===== src/hdl/swr_pkg.sv =====
// Shared types, constants and codes for the sliding window receiver.
// Used by swr_rem, swr_dp, swr_ctrl and sliding_window_receiver.
package swr_pkg;

    localparam int SEQ_W     = 16;
    localparam int WC_W      = 8;
    localparam int TOT_W     = 8;
    localparam int LEN_W     = 11;
    localparam int SLOT_W    = 6;
    localparam int KIND_W    = 2;
    localparam int REM_CNT_W = 5;
    localparam int CFG_IDX_W = 1;
    localparam int CFG_W     = 16;

    localparam int MAX_WINDOW = 63;

    typedef logic [SEQ_W-1:0]     seq_t;
    typedef logic [SLOT_W-1:0]    slot_t;
    typedef logic [LEN_W-1:0]     len_t;
    typedef logic [REM_CNT_W-1:0] rem_cnt_t;
    typedef logic [CFG_IDX_W-1:0] cfg_idx_t;
    typedef logic [KIND_W-1:0]    kind_t;

    localparam len_t     MAX_PAYLOAD = 11'd1468;
    localparam slot_t    WS_RESET    = 6'd35;
    localparam seq_t     SP_RESET    = 16'd340;
    localparam seq_t     SP_MIN      = 16'd2;
    localparam rem_cnt_t REM_STEPS   = 5'd16;

    // register indexes
    localparam cfg_idx_t CFG_WINDOW_SIZE = 1'b0;
    localparam cfg_idx_t CFG_SEQ_SPACE   = 1'b1;

    // result kinds
    localparam kind_t KIND_VERDICT = 2'd0;
    localparam kind_t KIND_RELEASE = 2'd1;
    localparam kind_t KIND_ACK     = 2'd2;

    typedef struct packed {
        logic [SEQ_W-1:0] seq_num;
        logic [WC_W-1:0]  window_count;
        logic [TOT_W-1:0] total_expected;
        logic [LEN_W-1:0] payload_len;
    } hdr_t;

    typedef struct packed {
        logic [KIND_W-1:0] kind;
        logic              accepted;
        logic [SLOT_W-1:0] slot;
        logic [LEN_W-1:0]  length;
        logic [SEQ_W-1:0]  ack_seq;
        logic              finished;
        logic              last;
    } res_t;

    typedef enum logic [2:0] {
        EMIT_NONE,
        EMIT_VERDICT,
        EMIT_RELEASE,
        EMIT_ACK,
        EMIT_DROP
    } emit_t;

    // controller -> datapath
    typedef struct packed {
        logic  load;
        logic  rem_seq;
        logic  rem_base;
        logic  save_rseq;
        logic  calc_off;
        logic  update;
        logic  cnt_clear;
        logic  cnt_inc;
        emit_t emit;
        logic  finish;
    } cmd_t;

    // datapath -> controller
    typedef struct packed {
        logic halted;
        logic rem_done;
        logic full;
        logic out_free;
        logic cnt_last;
    } status_t;

endpackage


===== src/hdl/sliding_window_receiver.sv =====
// Top level of the selective-repeat receive window.
// Depends on swr_pkg, swr_ctrl and swr_dp.
//
//  channel  | handshake             | payload
//  ---------+-----------------------+-----------------------------------------
//  hdr      | hdr_valid / hdr_stall | swr_pkg::hdr_t, one packet header
//  res      | res_valid / res_stall | swr_pkg::res_t, verdict/release/ack
//  cfg      | cfg_valid / cfg_ready | cfg_index, cfg_data (window, seq space)
//
// A header's first result comes out after these steps in order: the offset needs
// two 16-bit remainders (seq and base modulo the space), run one after the other
// on a single bit-serial remainder unit of 16 steps each, then the offset, update
// and decide states. A release run then reads each slot through the registered
// length memory and loads it into the output register, then the acknowledgement.
// A halted block puts out its dropped verdict from the drop state after taking
// the header. No clearing pass after reset; the length memory is only read
// for slots marked present. res_stall holds results in the output register and
// stalls the controller while a new item waits; the next header is taken once
// the previous item's last result is loaded into the output register.
module sliding_window_receiver (
    input  logic                      clk,
    input  logic                      rst_n,
    // packet headers
    input  logic                      hdr_valid,
    output logic                      hdr_stall,
    input  swr_pkg::hdr_t             hdr,
    // results
    output logic                      res_valid,
    input  logic                      res_stall,
    output swr_pkg::res_t             res,
    // register writes
    input  logic                      cfg_valid,
    output logic                      cfg_ready,
    input  swr_pkg::cfg_idx_t         cfg_index,
    input  logic [swr_pkg::CFG_W-1:0] cfg_data
);

    swr_pkg::cmd_t    cmd;
    swr_pkg::status_t status;

    // registers are always writable; the user must write them only while idle, the block does not enforce it
    assign cfg_ready = 1'b1;

    swr_ctrl u_ctrl (
        .clk       (clk),
        .rst_n     (rst_n),
        .hdr_valid (hdr_valid),
        .hdr_stall (hdr_stall),
        .status    (status),
        .cmd       (cmd)
    );

    swr_dp u_dp (
        .clk       (clk),
        .rst_n     (rst_n),
        .cfg_we    (cfg_valid & cfg_ready),
        .cfg_index (cfg_index),
        .cfg_data  (cfg_data),
        .hdr       (hdr),
        .res_stall (res_stall),
        .res       (res),
        .res_valid (res_valid),
        .cmd       (cmd),
        .status    (status)
    );

endmodule


===== src/hdl/swr_rem.sv =====
// Iterative 16-bit remainder unit, one quotient bit per cycle.
// Depends on swr_pkg.
module swr_rem (
    input  logic          clk,
    input  logic          rst_n,
    input  logic          start,
    input  swr_pkg::seq_t dividend,
    input  swr_pkg::seq_t divisor,
    output logic          done,
    output swr_pkg::seq_t rem
);

    swr_pkg::seq_t     rem_reg;
    swr_pkg::seq_t     dvd_reg;
    swr_pkg::seq_t     div_reg;
    swr_pkg::rem_cnt_t cnt_reg;
    logic              busy_reg;
    logic              done_reg;

    logic [swr_pkg::SEQ_W:0] trial;
    logic [swr_pkg::SEQ_W:0] diff;
    logic                    ge;

    always_comb
    begin
        trial = {rem_reg, dvd_reg[swr_pkg::SEQ_W-1]};
        diff  = trial - {1'b0, div_reg};
        ge    = (trial >= {1'b0, div_reg});
    end

    always_ff @(posedge clk or negedge rst_n)
    begin
        if (!rst_n)
        begin
            busy_reg <= 1'b0;
            done_reg <= 1'b0;
            cnt_reg  <= '0;
        end
        else
        begin
            done_reg <= 1'b0;
            if (start)
            begin
                busy_reg <= 1'b1;
                cnt_reg  <= swr_pkg::REM_STEPS;
            end
            else if (busy_reg)
            begin
                cnt_reg <= cnt_reg - 1'b1;
                if (cnt_reg == swr_pkg::rem_cnt_t'(1))
                begin
                    busy_reg <= 1'b0;
                    done_reg <= 1'b1;
                end
            end
        end
    end

    // datapath registers, no reset
    always_ff @(posedge clk)
    begin
        if (start)
        begin
            rem_reg <= '0;
            dvd_reg <= dividend;
            div_reg <= divisor;
        end
        else if (busy_reg)
        begin
            rem_reg <= ge ? diff[swr_pkg::SEQ_W-1:0] : trial[swr_pkg::SEQ_W-1:0];
            dvd_reg <= {dvd_reg[swr_pkg::SEQ_W-2:0], 1'b0};
        end
    end

    assign done = done_reg;
    assign rem  = rem_reg;

endmodule


===== src/hdl/swr_dp.sv =====
// Datapath: config registers, window state, length memory, result register.
// Depends on swr_pkg and swr_rem.
module swr_dp (
    input  logic              clk,
    input  logic              rst_n,
    input  logic              cfg_we,
    input  swr_pkg::cfg_idx_t cfg_index,
    input  logic [swr_pkg::CFG_W-1:0] cfg_data,
    input  swr_pkg::hdr_t     hdr,
    input  logic              res_stall,
    output swr_pkg::res_t     res,
    output logic              res_valid,
    input  swr_pkg::cmd_t     cmd,
    output swr_pkg::status_t  status
);

    // config
    swr_pkg::slot_t ws_reg;
    swr_pkg::seq_t  sp_reg;
    swr_pkg::slot_t ws_eff;
    swr_pkg::seq_t  sp_eff;

    // window state
    swr_pkg::seq_t                   base_reg;
    logic [swr_pkg::MAX_WINDOW-1:0]  mask_reg;
    swr_pkg::seq_t                   total_reg;
    logic                            complete_reg;
    logic                            halted_reg;
    swr_pkg::len_t                   len_mem [swr_pkg::MAX_WINDOW];
    swr_pkg::len_t                   rd_data_reg;

    // per item
    swr_pkg::seq_t                   rseq_reg;
    swr_pkg::seq_t                   off_reg;
    swr_pkg::slot_t                  wc_reg;
    logic [swr_pkg::TOT_W-1:0]       tot_reg;
    swr_pkg::len_t                   plen_reg;
    logic                            acc_reg;
    swr_pkg::slot_t                  slot_reg;
    swr_pkg::slot_t                  cnt_reg;

    // result
    swr_pkg::res_t                   res_reg;
    swr_pkg::res_t                   res_next;
    logic                            res_valid_reg;

    // remainder unit
    logic          rem_start;
    swr_pkg::seq_t rem_dividend;
    logic          rem_done;
    swr_pkg::seq_t rem_out;

    swr_pkg::slot_t                  wc_clamp;
    logic [swr_pkg::SEQ_W:0]         off_sum;
    logic [swr_pkg::SEQ_W:0]         off_red;
    logic                            in_win;
    logic                            hit;
    swr_pkg::seq_t                   total_next;
    logic [swr_pkg::MAX_WINDOW-1:0]  need;
    logic [swr_pkg::SEQ_W:0]         base_sum;

    always_comb
    begin
        if (ws_reg == '0)
            ws_eff = swr_pkg::slot_t'(1);
        else if (32'(ws_reg) > swr_pkg::MAX_WINDOW)
            ws_eff = swr_pkg::slot_t'(swr_pkg::MAX_WINDOW);
        else
            ws_eff = ws_reg;
        sp_eff = (sp_reg < swr_pkg::SP_MIN) ? swr_pkg::SP_MIN : sp_reg;
    end

    always_comb
    begin
        if (hdr.window_count > {2'b00, ws_eff})
            wc_clamp = ws_eff;
        else if (hdr.window_count == '0)
            wc_clamp = swr_pkg::slot_t'(1);
        else
            wc_clamp = hdr.window_count[swr_pkg::SLOT_W-1:0];
    end

    assign rem_start    = cmd.rem_seq | cmd.rem_base;
    assign rem_dividend = cmd.rem_seq ? hdr.seq_num : base_reg;

    swr_rem u_rem (
        .clk      (clk),
        .rst_n    (rst_n),
        .start    (rem_start),
        .dividend (rem_dividend),
        .divisor  (sp_eff),
        .done     (rem_done),
        .rem      (rem_out)
    );

    // (seq mod sp) + sp - (base mod sp), then one conditional subtract
    always_comb
    begin
        off_sum = {1'b0, rseq_reg} + {1'b0, sp_eff} - {1'b0, rem_out};
        off_red = (off_sum >= {1'b0, sp_eff}) ? off_sum - {1'b0, sp_eff} : off_sum;
    end

    always_comb
    begin
        in_win = (off_reg < swr_pkg::seq_t'(wc_reg));
        hit    = in_win && !mask_reg[off_reg[swr_pkg::SLOT_W-1:0]];
        total_next = (hit && (total_reg != '1)) ? total_reg + 1'b1 : total_reg;
    end

    always_comb
    begin
        for (int j = 0; j < swr_pkg::MAX_WINDOW; j++)
        begin
            need[j] = (swr_pkg::slot_t'(j) < wc_reg);
        end
    end

    assign base_sum = {1'b0, base_reg} + {{(swr_pkg::SEQ_W + 1 - swr_pkg::SLOT_W){1'b0}}, ws_eff};

    always_comb
    begin
        res_next = '0;
        unique case (cmd.emit)
            swr_pkg::EMIT_VERDICT:
            begin
                res_next.kind     = swr_pkg::KIND_VERDICT;
                res_next.accepted = acc_reg;
                res_next.slot     = slot_reg;
                res_next.last     = 1'b1;
            end
            swr_pkg::EMIT_RELEASE:
            begin
                res_next.kind   = swr_pkg::KIND_RELEASE;
                res_next.slot   = cnt_reg;
                res_next.length = rd_data_reg;
            end
            swr_pkg::EMIT_ACK:
            begin
                res_next.kind     = swr_pkg::KIND_ACK;
                res_next.accepted = acc_reg;
                res_next.slot     = slot_reg;
                res_next.ack_seq  = base_reg + swr_pkg::seq_t'(wc_reg) - 1'b1;
                res_next.finished = complete_reg;
                res_next.last     = 1'b1;
            end
            swr_pkg::EMIT_DROP:
            begin
                res_next.kind = swr_pkg::KIND_VERDICT;
                res_next.last = 1'b1;
            end
            default:
            begin
                res_next = '0;
            end
        endcase
    end

    // control state
    always_ff @(posedge clk or negedge rst_n)
    begin
        if (!rst_n)
        begin
            ws_reg        <= swr_pkg::WS_RESET;
            sp_reg        <= swr_pkg::SP_RESET;
            base_reg      <= '0;
            mask_reg      <= '0;
            total_reg     <= '0;
            complete_reg  <= 1'b0;
            halted_reg    <= 1'b0;
            res_valid_reg <= 1'b0;
        end
        else
        begin
            if (cfg_we)
            begin
                unique case (cfg_index)
                    swr_pkg::CFG_WINDOW_SIZE: ws_reg <= cfg_data[swr_pkg::SLOT_W-1:0];
                    swr_pkg::CFG_SEQ_SPACE:   sp_reg <= cfg_data[swr_pkg::SEQ_W-1:0];
                endcase
            end

            if (cmd.update)
            begin
                if (hit)
                    mask_reg[off_reg[swr_pkg::SLOT_W-1:0]] <= 1'b1;
                total_reg <= total_next;
                if (total_next == swr_pkg::seq_t'(tot_reg))
                    complete_reg <= 1'b1;
            end

            if (cmd.finish)
            begin
                if (complete_reg)
                    halted_reg <= 1'b1;
                else
                begin
                    base_reg <= (base_sum >= {1'b0, sp_eff}) ? '0
                                                             : base_sum[swr_pkg::SEQ_W-1:0];
                    mask_reg <= '0;
                end
            end

            if (cmd.emit != swr_pkg::EMIT_NONE)
                res_valid_reg <= 1'b1;
            else if (!res_stall)
                res_valid_reg <= 1'b0;
        end
    end

    // payload registers
    always_ff @(posedge clk)
    begin
        if (cmd.load)
        begin
            wc_reg   <= wc_clamp;
            tot_reg  <= hdr.total_expected;
            plen_reg <= (hdr.payload_len > swr_pkg::MAX_PAYLOAD) ? swr_pkg::MAX_PAYLOAD
                                                                 : hdr.payload_len;
        end
        if (cmd.save_rseq)
            rseq_reg <= rem_out;
        if (cmd.calc_off)
            off_reg <= off_red[swr_pkg::SEQ_W-1:0];
        if (cmd.update)
        begin
            acc_reg  <= hit;
            slot_reg <= in_win ? off_reg[swr_pkg::SLOT_W-1:0] : '0;
        end
        if (cmd.cnt_clear)
            cnt_reg <= '0;
        else if (cmd.cnt_inc)
            cnt_reg <= cnt_reg + 1'b1;
        if (cmd.emit != swr_pkg::EMIT_NONE)
            res_reg <= res_next;
    end

    // slot length memory
    always_ff @(posedge clk)
    begin
        if (cmd.update && hit)
            len_mem[off_reg[swr_pkg::SLOT_W-1:0]] <= plen_reg;
        rd_data_reg <= len_mem[cnt_reg];
    end

    always_comb
    begin
        status.halted   = halted_reg;
        status.rem_done = rem_done;
        status.full     = &(mask_reg | ~need);
        status.out_free = !res_valid_reg || !res_stall;
        status.cnt_last = (cnt_reg == wc_reg - 1'b1);
    end

    assign res       = res_reg;
    assign res_valid = res_valid_reg;

endmodule


===== src/hdl/swr_ctrl.sv =====
// Controller: sequences remainder, update, verdict, release run, acknowledgement and drop.
// Depends on swr_pkg.
module swr_ctrl (
    input  logic             clk,
    input  logic             rst_n,
    input  logic             hdr_valid,
    output logic             hdr_stall,
    input  swr_pkg::status_t status,
    output swr_pkg::cmd_t    cmd
);

    typedef enum logic [3:0] {
        ST_IDLE,
        ST_MOD_SEQ,
        ST_MOD_BASE,
        ST_OFFSET,
        ST_UPDATE,
        ST_DECIDE,
        ST_REL_RD,
        ST_REL_OUT,
        ST_ACK,
        ST_DROP
    } state_t;

    state_t state_reg;
    state_t state_next;

    always_comb
    begin
        state_next = state_reg;
        cmd        = '0;
        cmd.emit   = swr_pkg::EMIT_NONE;
        unique case (state_reg)
            ST_IDLE:
            begin
                if (hdr_valid)
                begin
                    cmd.load = 1'b1;
                    if (status.halted)
                        state_next = ST_DROP;
                    else
                    begin
                        cmd.rem_seq = 1'b1;
                        state_next  = ST_MOD_SEQ;
                    end
                end
            end
            ST_MOD_SEQ:
            begin
                if (status.rem_done)
                begin
                    cmd.save_rseq = 1'b1;
                    cmd.rem_base  = 1'b1;
                    state_next    = ST_MOD_BASE;
                end
            end
            ST_MOD_BASE:
            begin
                if (status.rem_done)
                    state_next = ST_OFFSET;
            end
            ST_OFFSET:
            begin
                cmd.calc_off = 1'b1;
                state_next   = ST_UPDATE;
            end
            ST_UPDATE:
            begin
                cmd.update    = 1'b1;
                cmd.cnt_clear = 1'b1;
                state_next    = ST_DECIDE;
            end
            ST_DECIDE:
            begin
                if (status.full)
                    state_next = ST_REL_RD;
                else if (status.out_free)
                begin
                    cmd.emit   = swr_pkg::EMIT_VERDICT;
                    state_next = ST_IDLE;
                end
            end
            ST_REL_RD:
            begin
                state_next = ST_REL_OUT;
            end
            ST_REL_OUT:
            begin
                if (status.out_free)
                begin
                    cmd.emit = swr_pkg::EMIT_RELEASE;
                    if (status.cnt_last)
                        state_next = ST_ACK;
                    else
                    begin
                        cmd.cnt_inc = 1'b1;
                        state_next  = ST_REL_RD;
                    end
                end
            end
            ST_ACK:
            begin
                if (status.out_free)
                begin
                    cmd.emit   = swr_pkg::EMIT_ACK;
                    cmd.finish = 1'b1;
                    state_next = ST_IDLE;
                end
            end
            ST_DROP:
            begin
                if (status.out_free)
                begin
                    cmd.emit   = swr_pkg::EMIT_DROP;
                    state_next = ST_IDLE;
                end
            end
            default:
            begin
                state_next = ST_IDLE;
            end
        endcase
    end

    always_ff @(posedge clk or negedge rst_n)
    begin
        if (!rst_n)
            state_reg <= ST_IDLE;
        else
            state_reg <= state_next;
    end

    assign hdr_stall = (state_reg != ST_IDLE);

endmodule


===== config.mk =====
export PLATFORM = sky130hd
export DESIGN_NAME = sliding_window_receiver
export DESIGN_NICKNAME = d
export VERILOG_FILES = /design/src/hdl/swr_pkg.sv /design/src/hdl/sliding_window_receiver.sv /design/src/hdl/swr_rem.sv /design/src/hdl/swr_dp.sv /design/src/hdl/swr_ctrl.sv
export SDC_FILE = /design/constraint.sdc
export NUM_CORES = 1
export LEC_CHECK = 0
export ABC_AREA = 0
export BUFFER_PORTS_ARGS = -buffer_cell sky130_fd_sc_hd__buf_2
export CORE_MARGIN = 2
export CORE_UTILIZATION = 45
export DETAILED_ROUTE_END_ITERATION = 6
export HOLD_SLACK_MARGIN = 0.15
export PLACE_DENSITY = 0.65
export RECOVER_POWER = 100
export SLEW_MARGIN = 15
export SYNTH_ARGS = -nofsm -noshare
export SYNTH_HDL_FRONTEND = slang
export SYNTH_SLANG_ARGS = --single-unit

===== constraint.sdc =====
create_clock -name clk -period 16.4 [get_ports clk]
set_input_delay 0.82 -clock clk [delete_from_list [all_inputs] [get_ports clk]]
set_output_delay 0.82 -clock clk [all_outputs]
set_load 0.02 [all_outputs]

==> results.yml <==
status:
  status: "finished, violations left"
  violations: "capacitance limit, slew limit"
yosys:
  yosys.area_share.simple_pct: 6.375
  synth_top_family_by_area: "multiplexers"
  yosysSeqAreaShare_pct: 64.95
  avgSynthCellArea_um2: 15.51
  async_flop_share_pct: 13.22
  synth_top_area_share_pct: 56.04
  synth_cell_types: 92
  synth.area.top_cells: "edfxtp_1 56%, mux4_2 11%, dfrtp_1 7.0%"
  synth_compound_area_share_pct: 7.138
  ys.flop_type: "edfxtp_1"
  synth_area_leader_cell: "edfxtp_1"
  netlist_instances: 2857
  yosysWarnings: 0
  synth_area_um2: 44310
  synth_edf_count: 827
  synth-seq-cells: 991
  yosys-mux-area-fraction_pct: 12.73
  synth_xor_area_share_pct: 1.976
  synth_nets: 3059
  synth_fa_ha_area_share_pct: 4.207
placed_design:
  place_congestion: 0.9149
  place_area_um2: 46510
  place_inst: 4181
  pre_cts_slack_ns: 9.513
  hpwl_um: 71150
  port_buffers: 104
timing:
  worst_pin_slew_ns: 4.040
  rsz0062_at_grt: "false"
  finalHoldViolations: 0
  period_share_pct: 61.52
  worst_hold_slack_ns: 0.3100
  fin_ws_ns: 6.311
  max_freq_ghz: 0.09911
  maxSlewViolCount: 1136
  tns_ns: 0
  slew_headroom_pct: -169.4
  setup_viol: 0
  period_minus_slack_ns: 10.09
  finClkSkew_ns: 0.04173
setup_path:
  path_max_fanout: 48
  ff2ff_setup_slack_ns: 6.31
  worstSetupStartpointType: "flop"
  cp.arrival_ns: 10.64
  path_buf_inv: 2
  crit-reg2reg-launch: "u_dp.cnt_reg[0]"
  path_class: "reg -> reg"
  crit_slowest_cell: "clkbuf_1"
  slowest_delay_ns: 2.99
  critical_path.top_delay_family: "buffers and inverters"
  endpoint_kind: "flop"
  worstRegToRegCells: 7
  required_ns: 16.95
  crit_chain: "clkbuf_1 -> clkbuf_1 -> mux4_2 -> nor2b_1 -> a211oi_1 -> a21oi_1 -> mux4_2"
  r2r_end: "u_dp.rd_data_reg[3]"
final_layout:
  stdcell_area_um2: 49430
  fin_nets: 3198
  area_delta_synth_final_pct: 11.54
  final_core_util_pct: 50.44
  largest_reg_flops: 693
  layout-drive-gt1-share_pct: 15.71
  final_cells: 4369
die:
  start_util_pct: 45.22
  ioPinCount: 106
  die_area_um2: 101000
  dieWidth_um: 317.8
  core_um2: 97990
  rows: 115
  fp.dieH_um: 317.8
cts:
  cts.sinks: 991
  cts_tree: "yes"
  cts_inserted_buffers: 99
  clk_latency_ns: 0.69
  clockRootBuffer: "clkbuf_16"
  clock_path_buffers: 3
  htreeDepth: 3
  clk_pin_slew_worst_paths_ns: 0.06
detailed_routing:
  antenna_left: 0
  routed_via_density: 5.901
  drtIter0Drc: 2545
  drt-pass1-iter-count: 6
  wire_per_inst_um: 24.92
  vias: 25780
  drt_drc_violations_left: 0
  finalWirelength_um: 108900
run:
  max-cap-violations: 23
min_path:
  min_to: "u_dp.tot_reg[0]"
  hold_depth: 1
  min_from: "hdr[11]"
  hp-class: "in -> reg"
pwr:
  peakVddDrop_v: 0.0001169
  total_power_mw: 8.276
  power_leakage_nw: 16.94
  power_density_nw_per_um2: 167.4
grt:
  overflow: 0
  grt_max_degree: 71
  grtUsageTotal_pct: 21.55
  grt_pass1_wl_um: 165200
  grt_pass1_vias: 25940
  grt_antenna_before_repair: 3
-- cells in the mapped netlist (8+ instances only) --
| library cell | instances |
|---|---|
| a211oi_1 | 12 |
| a21o_1 | 20 |
| a21oi_1 | 103 |
| a221oi_1 | 11 |
| a22o_1 | 9 |
| a22oi_1 | 10 |
| a31oi_1 | 22 |
| and2_1 | 35 |
| and3_1 | 14 |
| buf_1 | 21 |
| buf_2 | 10 |
| clkbuf_1 | 104 |
| dfrtp_1 | 124 |
| dfxtp_1 | 33 |
| edfxtp_1 | 827 |
| fa_1 | 20 |
| ha_1 | 117 |
| inv_1 | 157 |
| mux2_2 | 31 |
| mux2i_1 | 38 |
| mux4_2 | 218 |
| nand2_1 | 149 |
| nand2b_1 | 27 |
| nand3_1 | 36 |
| nand4_1 | 26 |
| nor2_1 | 158 |
| nor2b_1 | 24 |
| nor3_1 | 29 |
| nor4_1 | 13 |
| o21a_1 | 80 |
| o21ai_0 | 112 |
| o221ai_1 | 8 |
| o41ai_1 | 9 |
| or3_1 | 9 |
| xnor2_1 | 69 |
| xor2_1 | 31 |
-- worst max-delay path by stage --
stage / from / slack (ns) / end / depth (start not counted)
3_5_place_dp: u_dp.sp_reg[4] / 9.51 / u_dp.off_reg[8] / 21
3_3_place_gp: u_dp.sp_reg[4] / 9.54 / u_dp.off_reg[5] / 21
2_1_floorplan: u_dp.sp_reg[8] / 11.13 / u_dp.off_reg[10] / 22
5_1_grt: u_dp.cnt_reg[0] / 4.86 / u_dp.rd_data_reg[3] / 7
4_1_cts: u_dp.sp_reg[4] / 9.48 / u_dp.off_reg[1] / 21
6_report: u_dp.cnt_reg[0] / 6.31 / u_dp.rd_data_reg[3] / 7
-- kinds of logic (layout without fill, tap and decap cells) --
logic type / after synthesis / count (layout)
compound gates: 472 / 472
xor+xnor: 100 / 100
fa+ha+maj: 137 / 137
buf+inv: 301 / 524
flops: 991 / 991
mux: 287 / 287
other cells: 1 / 3
simple gates: 568 / 568
-- metal layers --
metal | wire [um] | part of all wire [%] | vias to the layer above | global-route usage (%)
met5 | 16 | 0.015 | - | 0
met3 | 6728 | 6.2 | 182 | 3.070
met1 | 47000 | 43 | 13330 | 30.43
met2 | 52360 | 48 | 951 | 35.00
li1 | - | - | 11320 | -
met4 | 2760 | 2.5 | 2 | 6.317
-- worst register-to-register path: stages (launching register included) --
cell,delay [ns]
dfxtp_1,2.50
clkbuf_1,2.51
clkbuf_1,3.04
mux4_2,0.83
nor2b_1,0.18
a211oi_1,0.27
a21oi_1,0.10
mux4_2,0.54
-- cells in the final DEF, fill, tap and decap left out, types with 10 or more instances in the layout --
cell type  Yosys  final
nor4_1        13     14
a21oi_1      103    102
buf_2         10     62
inv_1        157    158
edfxtp_1     827    827
bufinv_16      0     12
nand2_1      149    148
and2_1        35     18
a221oi_1      11     12
nand4_1       26     26
nor2b_1       24     25
xor2_1        31     31
fa_1          20     20
nand3_1       36     36
dfrtp_1      124    124
clkbuf_1     104    125
dfxtp_1       33     30
a211oi_1      12     12
nor3_1        29     30
xnor2_1       69     69
a21o_1        20     20
and2_0         0     17
clkbuf_16      0    100
clkinv_1       3     22
nand2b_1      27     26
buf_4          5     10
a31oi_1       22     22
o21ai_0      112    113
a22oi_1       10     10
nor2_1       158    158
and3_1        14     14
mux4_2       218    218
ha_1         117    117
clkinv_2       0     20
o21a_1        80     80
mux2i_1       38     38
mux2_2        31     23
-- layout make-up --
class	instances	area, um^2
fillers	8049	48560
flip-flops and latches	991	28790
multi-input cells	1565	14320
clock buffers	123	2619
well taps	1287	1610
repair buffers	178	789.5
clock inverters	62	690.7
inverters	161	604.3
diodes	2	5.005
-- power breakdown --
part	internal (mW)	switching [mW]	total, mW
Combinational	1.14	1.59	2.73
Sequential	3.05	0.195	3.25
Clock	1.33	0.969	2.30
-- timing repair --
action                    in CTS  in global routing
resized for setup              0                  0
buffers inserted               0                  0
hold buffers                   1                  0
hold endpoints to repair       7                  0
(Power assumes the default switching activity.)
